$ cat src/design/tksd_pkg.sv
`timescale 1ns / 1ps
`default_nettype none

package tksd_pkg;

    // Sizing defaults
    localparam int SEQ_BUFFER_SIZE_DEF = 16;
    localparam int PADDR_W             = 3;
    localparam int PDATA_W             = 32;

    // Register map (word index taken from paddr[2])
    localparam logic ADDR_GAP_LIMIT = 1'b0;

    localparam logic [3:0] GAP_LIMIT_RESET = 4'd9;

    // Input kinds carried on s_tuser
    localparam logic OP_BYTE = 1'b0;
    localparam logic OP_GAP  = 1'b1;

    // Characters
    localparam logic [7:0] CH_NUL    = 8'h00;
    localparam logic [7:0] CH_LF     = 8'h0a;
    localparam logic [7:0] CH_CR     = 8'h0d;
    localparam logic [7:0] CH_ESC    = 8'h1b;
    localparam logic [7:0] CH_LBRACK = 8'h5b;
    localparam logic [7:0] CH_SS3    = 8'h4f;
    localparam logic [7:0] CH_TILDE  = 8'h7e;
    localparam logic [7:0] CH_ZERO   = 8'h30;
    localparam logic [7:0] CH_NINE   = 8'h39;

    // Doorway scancodes
    localparam logic [7:0] SC_F1    = 8'h3b;
    localparam logic [7:0] SC_F10   = 8'h44;
    localparam logic [7:0] SC_HOME  = 8'h47;
    localparam logic [7:0] SC_UP    = 8'h48;
    localparam logic [7:0] SC_PGUP  = 8'h49;
    localparam logic [7:0] SC_LEFT  = 8'h4b;
    localparam logic [7:0] SC_RIGHT = 8'h4d;
    localparam logic [7:0] SC_END   = 8'h4f;
    localparam logic [7:0] SC_DOWN  = 8'h50;
    localparam logic [7:0] SC_PGDN  = 8'h51;
    localparam logic [7:0] SC_INS   = 8'h52;
    localparam logic [7:0] SC_DEL   = 8'h53;

    // Named key codes
    localparam logic [7:0] K_UP      = 8'd0;
    localparam logic [7:0] K_DOWN    = 8'd1;
    localparam logic [7:0] K_LEFT    = 8'd2;
    localparam logic [7:0] K_RIGHT   = 8'd3;
    localparam logic [7:0] K_HOME    = 8'd4;
    localparam logic [7:0] K_END     = 8'd5;
    localparam logic [7:0] K_PGUP    = 8'd6;
    localparam logic [7:0] K_PGDN    = 8'd7;
    localparam logic [7:0] K_INS     = 8'd8;
    localparam logic [7:0] K_DEL     = 8'd9;
    localparam logic [7:0] K_F1      = 8'd10;
    localparam logic [7:0] K_F5      = 8'd14;
    localparam logic [7:0] K_F6      = 8'd15;
    localparam logic [7:0] K_F7      = 8'd16;
    localparam logic [7:0] K_F8      = 8'd17;
    localparam logic [7:0] K_F9      = 8'd18;
    localparam logic [7:0] K_F10     = 8'd19;
    localparam logic [7:0] K_F11     = 8'd20;
    localparam logic [7:0] K_F12     = 8'd21;
    localparam logic [7:0] K_UNKNOWN = 8'd22;

    // One decoded key
    typedef struct packed {
        logic       named;
        logic [7:0] value;
    } key_res_t;

    // Decode a finished escape sequence
    function automatic logic [7:0] decode_seq(
        input logic [7:0] first,
        input logic [7:0] second,
        input logic [7:0] last,
        input logic [7:0] digit
    );
        logic [7:0] k;
        k = K_UNKNOWN;
        if (first == CH_LBRACK) begin
            unique case (second)
                "A":     k = K_UP;
                "B":     k = K_DOWN;
                "C":     k = K_RIGHT;
                "D":     k = K_LEFT;
                "H":     k = K_HOME;
                "F":     k = K_END;
                "K":     k = K_END;
                "U":     k = K_PGUP;
                "V":     k = K_PGDN;
                "@":     k = K_INS;
                default:
                begin
                    if (last == CH_TILDE) begin
                        unique case (digit)
                            8'd2:    k = K_INS;
                            8'd3:    k = K_DEL;
                            8'd5:    k = K_PGUP;
                            8'd6:    k = K_PGDN;
                            8'd15:   k = K_F5;
                            8'd17:   k = K_F6;
                            8'd18:   k = K_F7;
                            8'd19:   k = K_F8;
                            8'd20:   k = K_F9;
                            8'd21:   k = K_F10;
                            8'd23:   k = K_F11;
                            8'd24:   k = K_F12;
                            default: k = K_UNKNOWN;
                        endcase
                    end
                end
            endcase
        end
        else if (first == CH_SS3) begin
            unique case (second)
                "P":     k = K_F1;
                "Q":     k = K_F1 + 8'd1;
                "R":     k = K_F1 + 8'd2;
                "S":     k = K_F1 + 8'd3;
                "t":     k = K_F5;
                default: k = K_UNKNOWN;
            endcase
        end
        return k;
    endfunction

    // Decode the byte that follows a doorway 0x00; unknown gives plain 0x00
    function automatic key_res_t decode_scancode(input logic [7:0] b);
        key_res_t r;
        r.named = 1'b1;
        r.value = K_UNKNOWN;
        if (b >= SC_F1 && b <= SC_F10) begin
            r.value = K_F1 + (b - SC_F1);
        end
        else begin
            unique case (b)
                SC_DOWN:  r.value = K_DOWN;
                SC_UP:    r.value = K_UP;
                SC_LEFT:  r.value = K_LEFT;
                SC_RIGHT: r.value = K_RIGHT;
                SC_HOME:  r.value = K_HOME;
                SC_END:   r.value = K_END;
                SC_PGUP:  r.value = K_PGUP;
                SC_PGDN:  r.value = K_PGDN;
                SC_INS:   r.value = K_INS;
                SC_DEL:   r.value = K_DEL;
                default:
                begin
                    r.named = 1'b0;
                    r.value = CH_NUL;
                end
            endcase
        end
        return r;
    endfunction

endpackage

`default_nettype wire

$ cat src/design/tksd_decoder.sv
`timescale 1ns / 1ps
`default_nettype none

// Key decode state machine: one item per step, result given combinationally
module tksd_decoder #(
    parameter int SEQ_BUFFER_SIZE = tksd_pkg::SEQ_BUFFER_SIZE_DEF
) (
    input  wire logic              clk,
    input  wire logic              rst_n,
    input  wire logic              step,
    input  wire logic              gap,
    input  wire logic [7:0]        rx_byte,
    input  wire logic [3:0]        gap_limit,
    output tksd_pkg::key_res_t     res,
    output logic                   res_valid
);

    localparam int SEQ_LEN_W = $clog2(SEQ_BUFFER_SIZE);
    localparam logic [SEQ_LEN_W-1:0] SEQ_FULL = SEQ_LEN_W'(SEQ_BUFFER_SIZE - 1);

    typedef enum logic [1:0] {
        MODE_IDLE,
        MODE_ESC_WAIT,
        MODE_ESC_SEQ,
        MODE_DOORWAY
    } mode_t;

    mode_t                mode_reg, mode_next;
    logic                 after_cr_reg, after_cr_next;
    logic [3:0]           gap_count_reg, gap_count_next;
    logic [SEQ_LEN_W-1:0] seq_len_reg, seq_len_next;
    logic [7:0]           first_reg, first_next;
    logic [7:0]           second_reg, second_next;
    logic [7:0]           last_reg, last_next;
    logic [7:0]           digit_reg, digit_next;
    logic                 ended_reg, ended_next;

    // Sequence fields as they would be after storing this byte
    logic [SEQ_LEN_W-1:0] st_len;
    logic [7:0]           st_first, st_second, st_last, st_digit;
    logic                 st_ended;
    logic                 is_digit;
    logic [11:0]          digit_ext, digit_sum;
    logic [3:0]           gap_inc;

    always_comb
    begin
        is_digit  = (rx_byte >= tksd_pkg::CH_ZERO) && (rx_byte <= tksd_pkg::CH_NINE);
        digit_ext = {4'd0, digit_reg};
        digit_sum = (digit_ext << 3) + (digit_ext << 1) + {8'd0, rx_byte[3:0]};

        st_first  = first_reg;
        st_second = second_reg;
        st_digit  = digit_reg;
        st_ended  = ended_reg;
        st_last   = rx_byte;
        st_len    = seq_len_reg + SEQ_LEN_W'(1);
        if (seq_len_reg == '0) begin
            st_first = rx_byte;
        end
        else begin
            if (seq_len_reg == SEQ_LEN_W'(1)) begin
                st_second = rx_byte;
            end
            if (!ended_reg) begin
                if (is_digit) begin
                    st_digit = (digit_sum > 12'd255) ? 8'd255 : digit_sum[7:0];
                end
                else begin
                    st_ended = 1'b1;
                end
            end
        end
    end

    // Next state and result
    always_comb
    begin
        mode_next      = mode_reg;
        after_cr_next  = after_cr_reg;
        gap_count_next = gap_count_reg;
        seq_len_next   = seq_len_reg;
        first_next     = first_reg;
        second_next    = second_reg;
        last_next      = last_reg;
        digit_next     = digit_reg;
        ended_next     = ended_reg;
        res_valid      = 1'b0;
        res            = '0;
        gap_inc        = gap_count_reg + 4'd1;

        unique case (mode_reg)
            MODE_ESC_WAIT,
            MODE_ESC_SEQ:
            begin
                if (gap) begin
                    mode_next = MODE_IDLE;
                    res_valid = 1'b1;
                    if (mode_reg == MODE_ESC_WAIT) begin
                        res.named = 1'b0;
                        res.value = tksd_pkg::CH_ESC;
                    end
                    else begin
                        res.named = 1'b1;
                        res.value = tksd_pkg::decode_seq(first_reg, second_reg,
                                                         last_reg, digit_reg);
                    end
                end
                else if (mode_reg == MODE_ESC_SEQ && rx_byte == tksd_pkg::CH_ESC) begin
                    // New ESC ends this sequence and opens the next one
                    res_valid    = 1'b1;
                    res.named    = 1'b1;
                    res.value    = tksd_pkg::decode_seq(first_reg, second_reg,
                                                        last_reg, digit_reg);
                    mode_next    = MODE_ESC_WAIT;
                    seq_len_next = '0;
                    first_next   = '0;
                    second_next  = '0;
                    last_next    = '0;
                    digit_next   = '0;
                    ended_next   = 1'b0;
                end
                else begin
                    mode_next    = MODE_ESC_SEQ;
                    seq_len_next = st_len;
                    first_next   = st_first;
                    second_next  = st_second;
                    last_next    = st_last;
                    digit_next   = st_digit;
                    ended_next   = st_ended;
                    if (st_len >= SEQ_FULL) begin
                        mode_next = MODE_IDLE;
                        res_valid = 1'b1;
                        res.named = 1'b1;
                        res.value = tksd_pkg::decode_seq(st_first, st_second,
                                                         st_last, st_digit);
                    end
                end
            end

            MODE_DOORWAY:
            begin
                if (gap) begin
                    if (gap_inc >= gap_limit) begin
                        mode_next      = MODE_IDLE;
                        gap_count_next = '0;
                        res_valid      = 1'b1;
                        res.named      = 1'b0;
                        res.value      = tksd_pkg::CH_NUL;
                    end
                    else begin
                        gap_count_next = gap_inc;
                    end
                end
                else begin
                    mode_next      = MODE_IDLE;
                    gap_count_next = '0;
                    res_valid      = 1'b1;
                    res            = tksd_pkg::decode_scancode(rx_byte);
                end
            end

            MODE_IDLE:
            begin
                // After CR, one following NUL, LF or gap is swallowed
                if (after_cr_reg) begin
                    after_cr_next = 1'b0;
                end
                if (!gap && !(after_cr_reg && (rx_byte == tksd_pkg::CH_NUL ||
                                               rx_byte == tksd_pkg::CH_LF))) begin
                    if (rx_byte == tksd_pkg::CH_NUL) begin
                        mode_next      = MODE_DOORWAY;
                        gap_count_next = '0;
                    end
                    else if (rx_byte == tksd_pkg::CH_ESC) begin
                        mode_next    = MODE_ESC_WAIT;
                        seq_len_next = '0;
                        first_next   = '0;
                        second_next  = '0;
                        last_next    = '0;
                        digit_next   = '0;
                        ended_next   = 1'b0;
                    end
                    else begin
                        if (rx_byte == tksd_pkg::CH_CR) begin
                            after_cr_next = 1'b1;
                        end
                        res_valid = 1'b1;
                        res.named = 1'b0;
                        res.value = rx_byte;
                    end
                end
            end

            default:
            begin
                mode_next = MODE_IDLE;
            end
        endcase
    end

    // State registers, advanced once per processed item
    always_ff @(posedge clk or negedge rst_n)
    begin
        if (!rst_n) begin
            mode_reg      <= MODE_IDLE;
            after_cr_reg  <= 1'b0;
            gap_count_reg <= '0;
            seq_len_reg   <= '0;
            first_reg     <= '0;
            second_reg    <= '0;
            last_reg      <= '0;
            digit_reg     <= '0;
            ended_reg     <= 1'b0;
        end
        else if (step) begin
            mode_reg      <= mode_next;
            after_cr_reg  <= after_cr_next;
            gap_count_reg <= gap_count_next;
            seq_len_reg   <= seq_len_next;
            first_reg     <= first_next;
            second_reg    <= second_next;
            last_reg      <= last_next;
            digit_reg     <= digit_next;
            ended_reg     <= ended_next;
        end
    end

endmodule

`default_nettype wire

$ cat src/design/terminal_key_sequence_decoder.sv
// Channel  | Signals                              | Contents
// ---------+--------------------------------------+------------------------------------
// s (in)   | s_tvalid s_tready s_tdata s_tuser    | tdata: rx_byte; tuser: opcode
// m (out)  | m_tvalid m_tready m_tdata m_tuser    | tdata: key_value; tuser: is_named
// apb      | psel penable pwrite paddr pwdata ... | 0x0: doorway_gap_limit [3:0]
//
// Each item passes through the input register and its result through the result
// register; one item per cycle is sustained while m_tready is high or no result is held.
// An item yields zero or one result; m_tvalid is driven by the result register.
// rst_n is asynchronous; the gap limit returns to 9 and the decoder to idle.
// s_tready drops only while both registers are full and m_tready is low.
`timescale 1ns / 1ps
`default_nettype none

module terminal_key_sequence_decoder #(
    parameter int SEQ_BUFFER_SIZE = tksd_pkg::SEQ_BUFFER_SIZE_DEF
) (
    input  wire logic                           clk,
    input  wire logic                           rst_n,
    // Input items
    input  wire logic                           s_tvalid,
    output logic                                s_tready,
    input  wire logic [7:0]                     s_tdata,   // [7:0] rx_byte
    input  wire logic                           s_tuser,   // [0] opcode
    // Result items
    output logic                                m_tvalid,
    input  wire logic                           m_tready,
    output logic [7:0]                          m_tdata,   // [7:0] key_value
    output logic                                m_tuser,   // [0] is_named
    // Configuration
    input  wire logic                           psel,
    input  wire logic                           penable,
    input  wire logic                           pwrite,
    input  wire logic [tksd_pkg::PADDR_W-1:0]   paddr,
    input  wire logic [tksd_pkg::PDATA_W-1:0]   pwdata,
    output logic [tksd_pkg::PDATA_W-1:0]        prdata,
    output logic                                pready
);

    logic               in_valid_reg;
    logic               in_gap_reg;
    logic [7:0]         in_byte_reg;
    logic               out_valid_reg, out_valid_next;
    logic               out_named_reg;
    logic [7:0]         out_value_reg;
    logic [3:0]         gap_limit_reg;
    logic               advance;
    logic               res_valid;
    tksd_pkg::key_res_t res;

    // Pipeline control
    assign advance  = in_valid_reg && (!out_valid_reg || m_tready);
    assign s_tready = !in_valid_reg || advance;

    always_comb
    begin
        out_valid_next = out_valid_reg;
        if (advance) begin
            out_valid_next = res_valid;
        end
        else if (m_tready) begin
            out_valid_next = 1'b0;
        end
    end

    always_ff @(posedge clk or negedge rst_n)
    begin
        if (!rst_n) begin
            in_valid_reg  <= 1'b0;
            out_valid_reg <= 1'b0;
        end
        else begin
            if (s_tready) begin
                in_valid_reg <= s_tvalid;
            end
            out_valid_reg <= out_valid_next;
        end
    end

    // Payload registers
    always_ff @(posedge clk)
    begin
        if (s_tready && s_tvalid) begin
            in_gap_reg  <= (s_tuser == tksd_pkg::OP_GAP);
            in_byte_reg <= s_tdata;
        end
        if (advance && res_valid) begin
            out_named_reg <= res.named;
            out_value_reg <= res.value;
        end
    end

    assign m_tvalid = out_valid_reg;
    assign m_tdata  = out_value_reg;
    assign m_tuser  = out_named_reg;

    // Configuration register
    always_ff @(posedge clk or negedge rst_n)
    begin
        if (!rst_n) begin
            gap_limit_reg <= tksd_pkg::GAP_LIMIT_RESET;
        end
        else if (psel && penable && pwrite && pready
                 && paddr[2] == tksd_pkg::ADDR_GAP_LIMIT) begin
            gap_limit_reg <= pwdata[3:0];
        end
    end

    assign pready = 1'b1;
    assign prdata = (paddr[2] == tksd_pkg::ADDR_GAP_LIMIT)
                    ? {{(tksd_pkg::PDATA_W-4){1'b0}}, gap_limit_reg}
                    : '0;

    tksd_decoder #(
        .SEQ_BUFFER_SIZE (SEQ_BUFFER_SIZE)
    ) u_decoder (
        .clk       (clk),
        .rst_n     (rst_n),
        .step      (advance),
        .gap       (in_gap_reg),
        .rx_byte   (in_byte_reg),
        .gap_limit (gap_limit_reg),
        .res       (res),
        .res_valid (res_valid)
    );

endmodule

`default_nettype wire

$ cat config.mk
export PLATFORM = sky130hd
export DESIGN_NAME = terminal_key_sequence_decoder
export DESIGN_NICKNAME = d
export VERILOG_FILES = /design/src/design/tksd_pkg.sv /design/src/design/tksd_decoder.sv /design/src/design/terminal_key_sequence_decoder.sv
export SDC_FILE = /design/constraint.sdc
export NUM_CORES = 1
export LEC_CHECK = 0
export BUFFER_PORTS_ARGS = -buffer_cell sky130_fd_sc_hd__buf_2
export CAP_MARGIN = 5
export CORE_MARGIN = 5
export CORE_UTILIZATION = 63
export DETAILED_ROUTE_END_ITERATION = 12
export GPL_ROUTABILITY_DRIVEN = 0
export GPL_TIMING_DRIVEN = 0
export PLACE_DENSITY = 0.93
export SLEW_MARGIN = 20
export SYNTH_ARGS = -nofsm -noshare
export SYNTH_HDL_FRONTEND = slang
export SYNTH_SLANG_ARGS = --single-unit
$ cat constraint.sdc
create_clock -name clk -period 9.4 [get_ports clk]
set_input_delay 1.88 -clock clk [delete_from_list [all_inputs] [get_ports clk]]
set_output_delay 1.88 -clock clk [all_outputs]
set_load 0.1 [all_outputs]
==> reports/qor.csv <==
stage;metric;value;unit
critical_path;minimum setup slack among reg-to-reg paths;4.66;ns
placement;Placed Area;0.006212;mm^2
synth;Async S/R FF share, synth;73.53;%
sta;Worst Clk Skew;0.01236;ns
critical_path;CP Launch Type;flop;
critical_path;most numerous cell on the critical path;sky130_fd_sc_hd__nor3_1;
power_and_ir_drop;Sw Pwr;909.9;uW
floorplanning;Die Y;105.9;um
power_and_ir_drop;clock share of power;12.1;%
synth;Yosys warning total;0;
drt;routed via count divided by cell count;6.533;
power_and_ir_drop;Combinational Power Share;60.2;%
critical_path;biggest fanout along the worst timing path;10;
critical_path;peak per-stage delay on the critical path;0.58;ns
synth;mean instance size in the synthesized netlist;8.601;um^2
floorplanning;core footprint;0.009109;mm^2
cts;CTS resizes;0;
synth;count of cell types in the netlist;82;
cts;clock tree from TritonCTS;done;
placement;post-detail-place hpwl;11850;um
min_path;path type of the worst min-delay path;reg -> reg;
drt;final routed wirelength across all metal layers;15700;um
power_and_ir_drop;Cell Int Power;859.3;uW
drt;total via count after detailed routing;5638;
sta;setup TNS after final layout;0;ns
power_and_ir_drop;switching portion of total power;51.43;%
sta;number of slew-limit violations in the final report;0;
min_path;hold endpoint;u_decoder.last_reg[7];
synth;Synth Instances;674;
sta;RSZ-0062 raised after global routing;false;
critical_path;origin of the critical flop-to-flop path;in_byte_reg[3];
finish;number of nets in the layout;841;
drt;routed wire length per instance;18.19;um
cts;post-CTS repair timing setup buffer count;0;
drt;starting DRC count in detailed routing;786;
cts;clock insertion delay at the later pin of the skew report;0.37;ns
synth;top_reg_cell synth;sky130_fd_sc_hd__dfrtp_1;
finish;fraction of layout instances using a drive strength above 1;15.29;%
cts;clock tree root driver cell;sky130_fd_sc_hd__clkbuf_8;
min_path;hold-critical path depth;2;
sta;Peak Freq;210.8;MHz
critical_path;CP cell instances;clkbuf_1 -> inv_1 -> fa_1 -> inv_1 -> fa_1 -> a21oi_1 -> o21ai_0 -> a221oi_1 -> nand3_2 -> nor3_1 -> nor2_1 -> ha_1 -> o31a_2 -> nor3_1 -> nor3_1;
cts;number of sinks on the clock net;68;
critical_path;Worst Reg2Reg Path Length in Cells;15;
min_path;startpoint of the tightest hold check path;u_decoder.last_reg[7];
power_and_ir_drop;sequential cell fraction of total power;27.7;%
power_and_ir_drop;IR Drop Worst-Case VDD;0.1814;mV
floorplanning;Die Footprint;0.01122;mm^2
critical_path;nature of the critical path endpoint;flop;
finish;Area Overhead vs Synth;10.02;%
cts;clock-pin slew of the registers on the worst-case setup and hold paths;0.07;ns
grt;largest net degree at the start of global routing;51;
grt;global-route wire length before repair;25800;um
finish;post-route design area;0.006377;mm^2
grt;initial antenna violation count;0;
critical_path;slowest cell on the critical path;sky130_fd_sc_hd__fa_1;
floorplanning;die width;105.9;um
sta;Max-Slew Margin vs Limit;34.21;%
synth;post-synthesis instance area;0.005797;mm^2
drt;drc violations;0;
drt;count of antenna-violating nets left after detailed routing;0;
synth;share of the yosys chip area belonging to registers;30.95;%
grt;overflow left after global routing;0;
run;Max Cap Violations;0;
finish;count of antenna diodes in the layout;0;
power_and_ir_drop;Power Density;277.4;mW/mm^2
synth;number of enable flip-flop cells after synthesis;18;
placement;PortBufs;35;
critical_path;endpoint of the worst-slack reg-to-reg timing path;m_tdata[4];
synth;number of storage elements in the synthesis netlist;68;
power_and_ir_drop;static leakage;0.002756;uW
grt;via count of the first global-routing pass;5390;
cts;number of levels in the clock H-tree;3;
sta;minimum period implied by the final worst setup slack;4.744;ns
cts;number of buffers added by the clock tree synthesis step;9;
sta;Tightest Pin Transition;0.9781;ns
sta;final setup fails;0;
floorplanning;initial core utilization;63.64;%
critical_path;CP required;9.51;ns
outcome;status;completed;
sta;final count of hold timing violations;0;
drt;number of iterations in the first detailed-routing pass;9;
grt;GR Util All Layers;28.22;%
critical_path;Crit Path Class;reg -> reg;
floorplanning;number of rows in the core area;35;
critical_path;signal arrival time at the worst endpoint;4.86;ns
floorplanning;io pins;95;
sta;final worst-path cycle share;50.47;%
cts;Bufs on Longest Clock Path;2;
cts;hold_buf cts;0;
==> power by group through the flow <==
| stage | Sequential [uW] | Clock (uW) | Combinational [uW] |
|---|---|---|---|
| 4_1_cts | 487 | 216 | 1040 |
| 3_5_place_dp | 492 | 0 | 1040 |
| 6_report | 490 | 215 | 1060 |
| 3_3_place_gp | 483 | 0 | 996 |
| 2_1_floorplan | 602 | 0 | 703 |
| 5_1_grt | 501 | 228 | 1140 |
==> metrics by stage <==
step | hold WS (ns) | total power [uW] | util, % | instances | worst slack, ns
2_1_floorplan | 0.4412 | 1305 | - | 701 | 4.305
3_3_place_gp | 0.4577 | 1480 | 68.20 | 847 | 4.945
3_5_place_dp | 0.4790 | 1530 | 68.20 | 847 | 4.792
4_1_cts | 0.4991 | 1747 | 69.99 | 863 | 4.760
5_1_grt | 0.5153 | 1868 | 70.01 | 863 | 4.418
6_report | 0.4961 | 1769 | 70.01 | 863 | 4.656
==> worst max-delay path: cells and delay by family (launching register included) <==
family / cells / cell delay, ns
adders and majority gates: 3 / 1.38
buffers and inverters: 3 / 0.74
and+or+nand+nor: 5 / 0.99
AOI/OAI and AO/OA: 4 / 1.05
DFF: 1 / 0.32
==> synthesized netlist by cell type, types with 8 or more instances <==
cell type	number	share of area, %
sky130_fd_sc_hd__nor2b_1	14	1.5
sky130_fd_sc_hd__ha_1	41	8.8
sky130_fd_sc_hd__nand3_1	17	1.5
sky130_fd_sc_hd__clkbuf_1	25	1.6
sky130_fd_sc_hd__edfxtp_1	18	9.3
sky130_fd_sc_hd__dfrtp_1	48	21
sky130_fd_sc_hd__nor3_1	23	2.0
sky130_fd_sc_hd__nor2_1	49	3.2
sky130_fd_sc_hd__a31oi_1	9	0.97
sky130_fd_sc_hd__nor4_1	8	0.86
sky130_fd_sc_hd__nor3b_1	11	1.4
sky130_fd_sc_hd__inv_1	28	1.8
sky130_fd_sc_hd__a21oi_1	31	2.7
sky130_fd_sc_hd__a22o_1	19	2.9
sky130_fd_sc_hd__o21ai_0	49	4.2
sky130_fd_sc_hd__nand2b_1	10	1.1
sky130_fd_sc_hd__xnor2_1	10	1.5
sky130_fd_sc_hd__mux2i_1	17	2.9
sky130_fd_sc_hd__nand2_1	64	4.1
sky130_fd_sc_hd__buf_4	32	4.1
sky130_fd_sc_hd__or3_1	8	0.86
==> area by class of cell <==
cell class,count,area [um^2]
fillers,713,2731
clock inverters,2,10.01
well taps,111,138.9
flip-flops and latches,68,1794
plain buffers,66,415.4
repair buffers,35,177.7
clock buffers,14,152.6
multi-input cells,539,3583
inverters,28,105.1
==> per-layer routing <==
| metal | vias to the layer above | GRT usage [%] | routed length, um |
|---|---|---|---|
| met3 | 93 | 6.861 | 1551 |
| met5 | - | 0 | 0 |
| met2 | 395 | 47.04 | 7465 |
| li1 | 2558 | - | - |
| met4 | 0 | 13.88 | 804 |
| met1 | 2592 | 34.18 | 5877 |
==> cells in the final DEF, fill, tap and decap left out, drive strengths merged, types with 23 or more instances in the layout <==
| cell type | Yosys | routed |
|---|---|---|
| clkbuf | 27 | 41 |
| o21ai | 55 | 55 |
| a21oi | 31 | 31 |
| nor2 | 49 | 49 |
| nor3 | 23 | 23 |
| dfrtp | 48 | 48 |
| nand2 | 64 | 64 |
| buf | 39 | 74 |
| conb | 2 | 29 |
| inv | 28 | 28 |
| ha | 41 | 41 |
==> kinds of logic after synthesis <==
group	share of synthesized area, %
AND/OR/NAND/NOR	22.53
AO/OA/AOI/OAI	21.76
adder cells (fa/ha/maj)	9.540
multiplexers	4.295
flip-flops	30.95
buffers and inverters	8.979
XOR/XNOR	1.813
other	0.1296
==> worst max path at each step <==
| stage | start | to | slack [ns] | cells after the start |
|---|---|---|---|---|
| 6_report | in_byte_reg[3] | m_tdata[4] | 4.66 | 15 |
| 5_1_grt | in_byte_reg[3] | m_tdata[4] | 4.42 | 15 |
| 3_3_place_gp | in_byte_reg[3] | m_tdata[4] | 4.94 | 15 |
| 2_1_floorplan | paddr[2] | prdata[0] | 4.30 | 1 |
| 4_1_cts | in_byte_reg[3] | m_tdata[4] | 4.76 | 15 |
| 3_5_place_dp | in_byte_reg[3] | m_tdata[4] | 4.79 | 15 |
No activity file was read; power rests on OpenSTA's default activity.
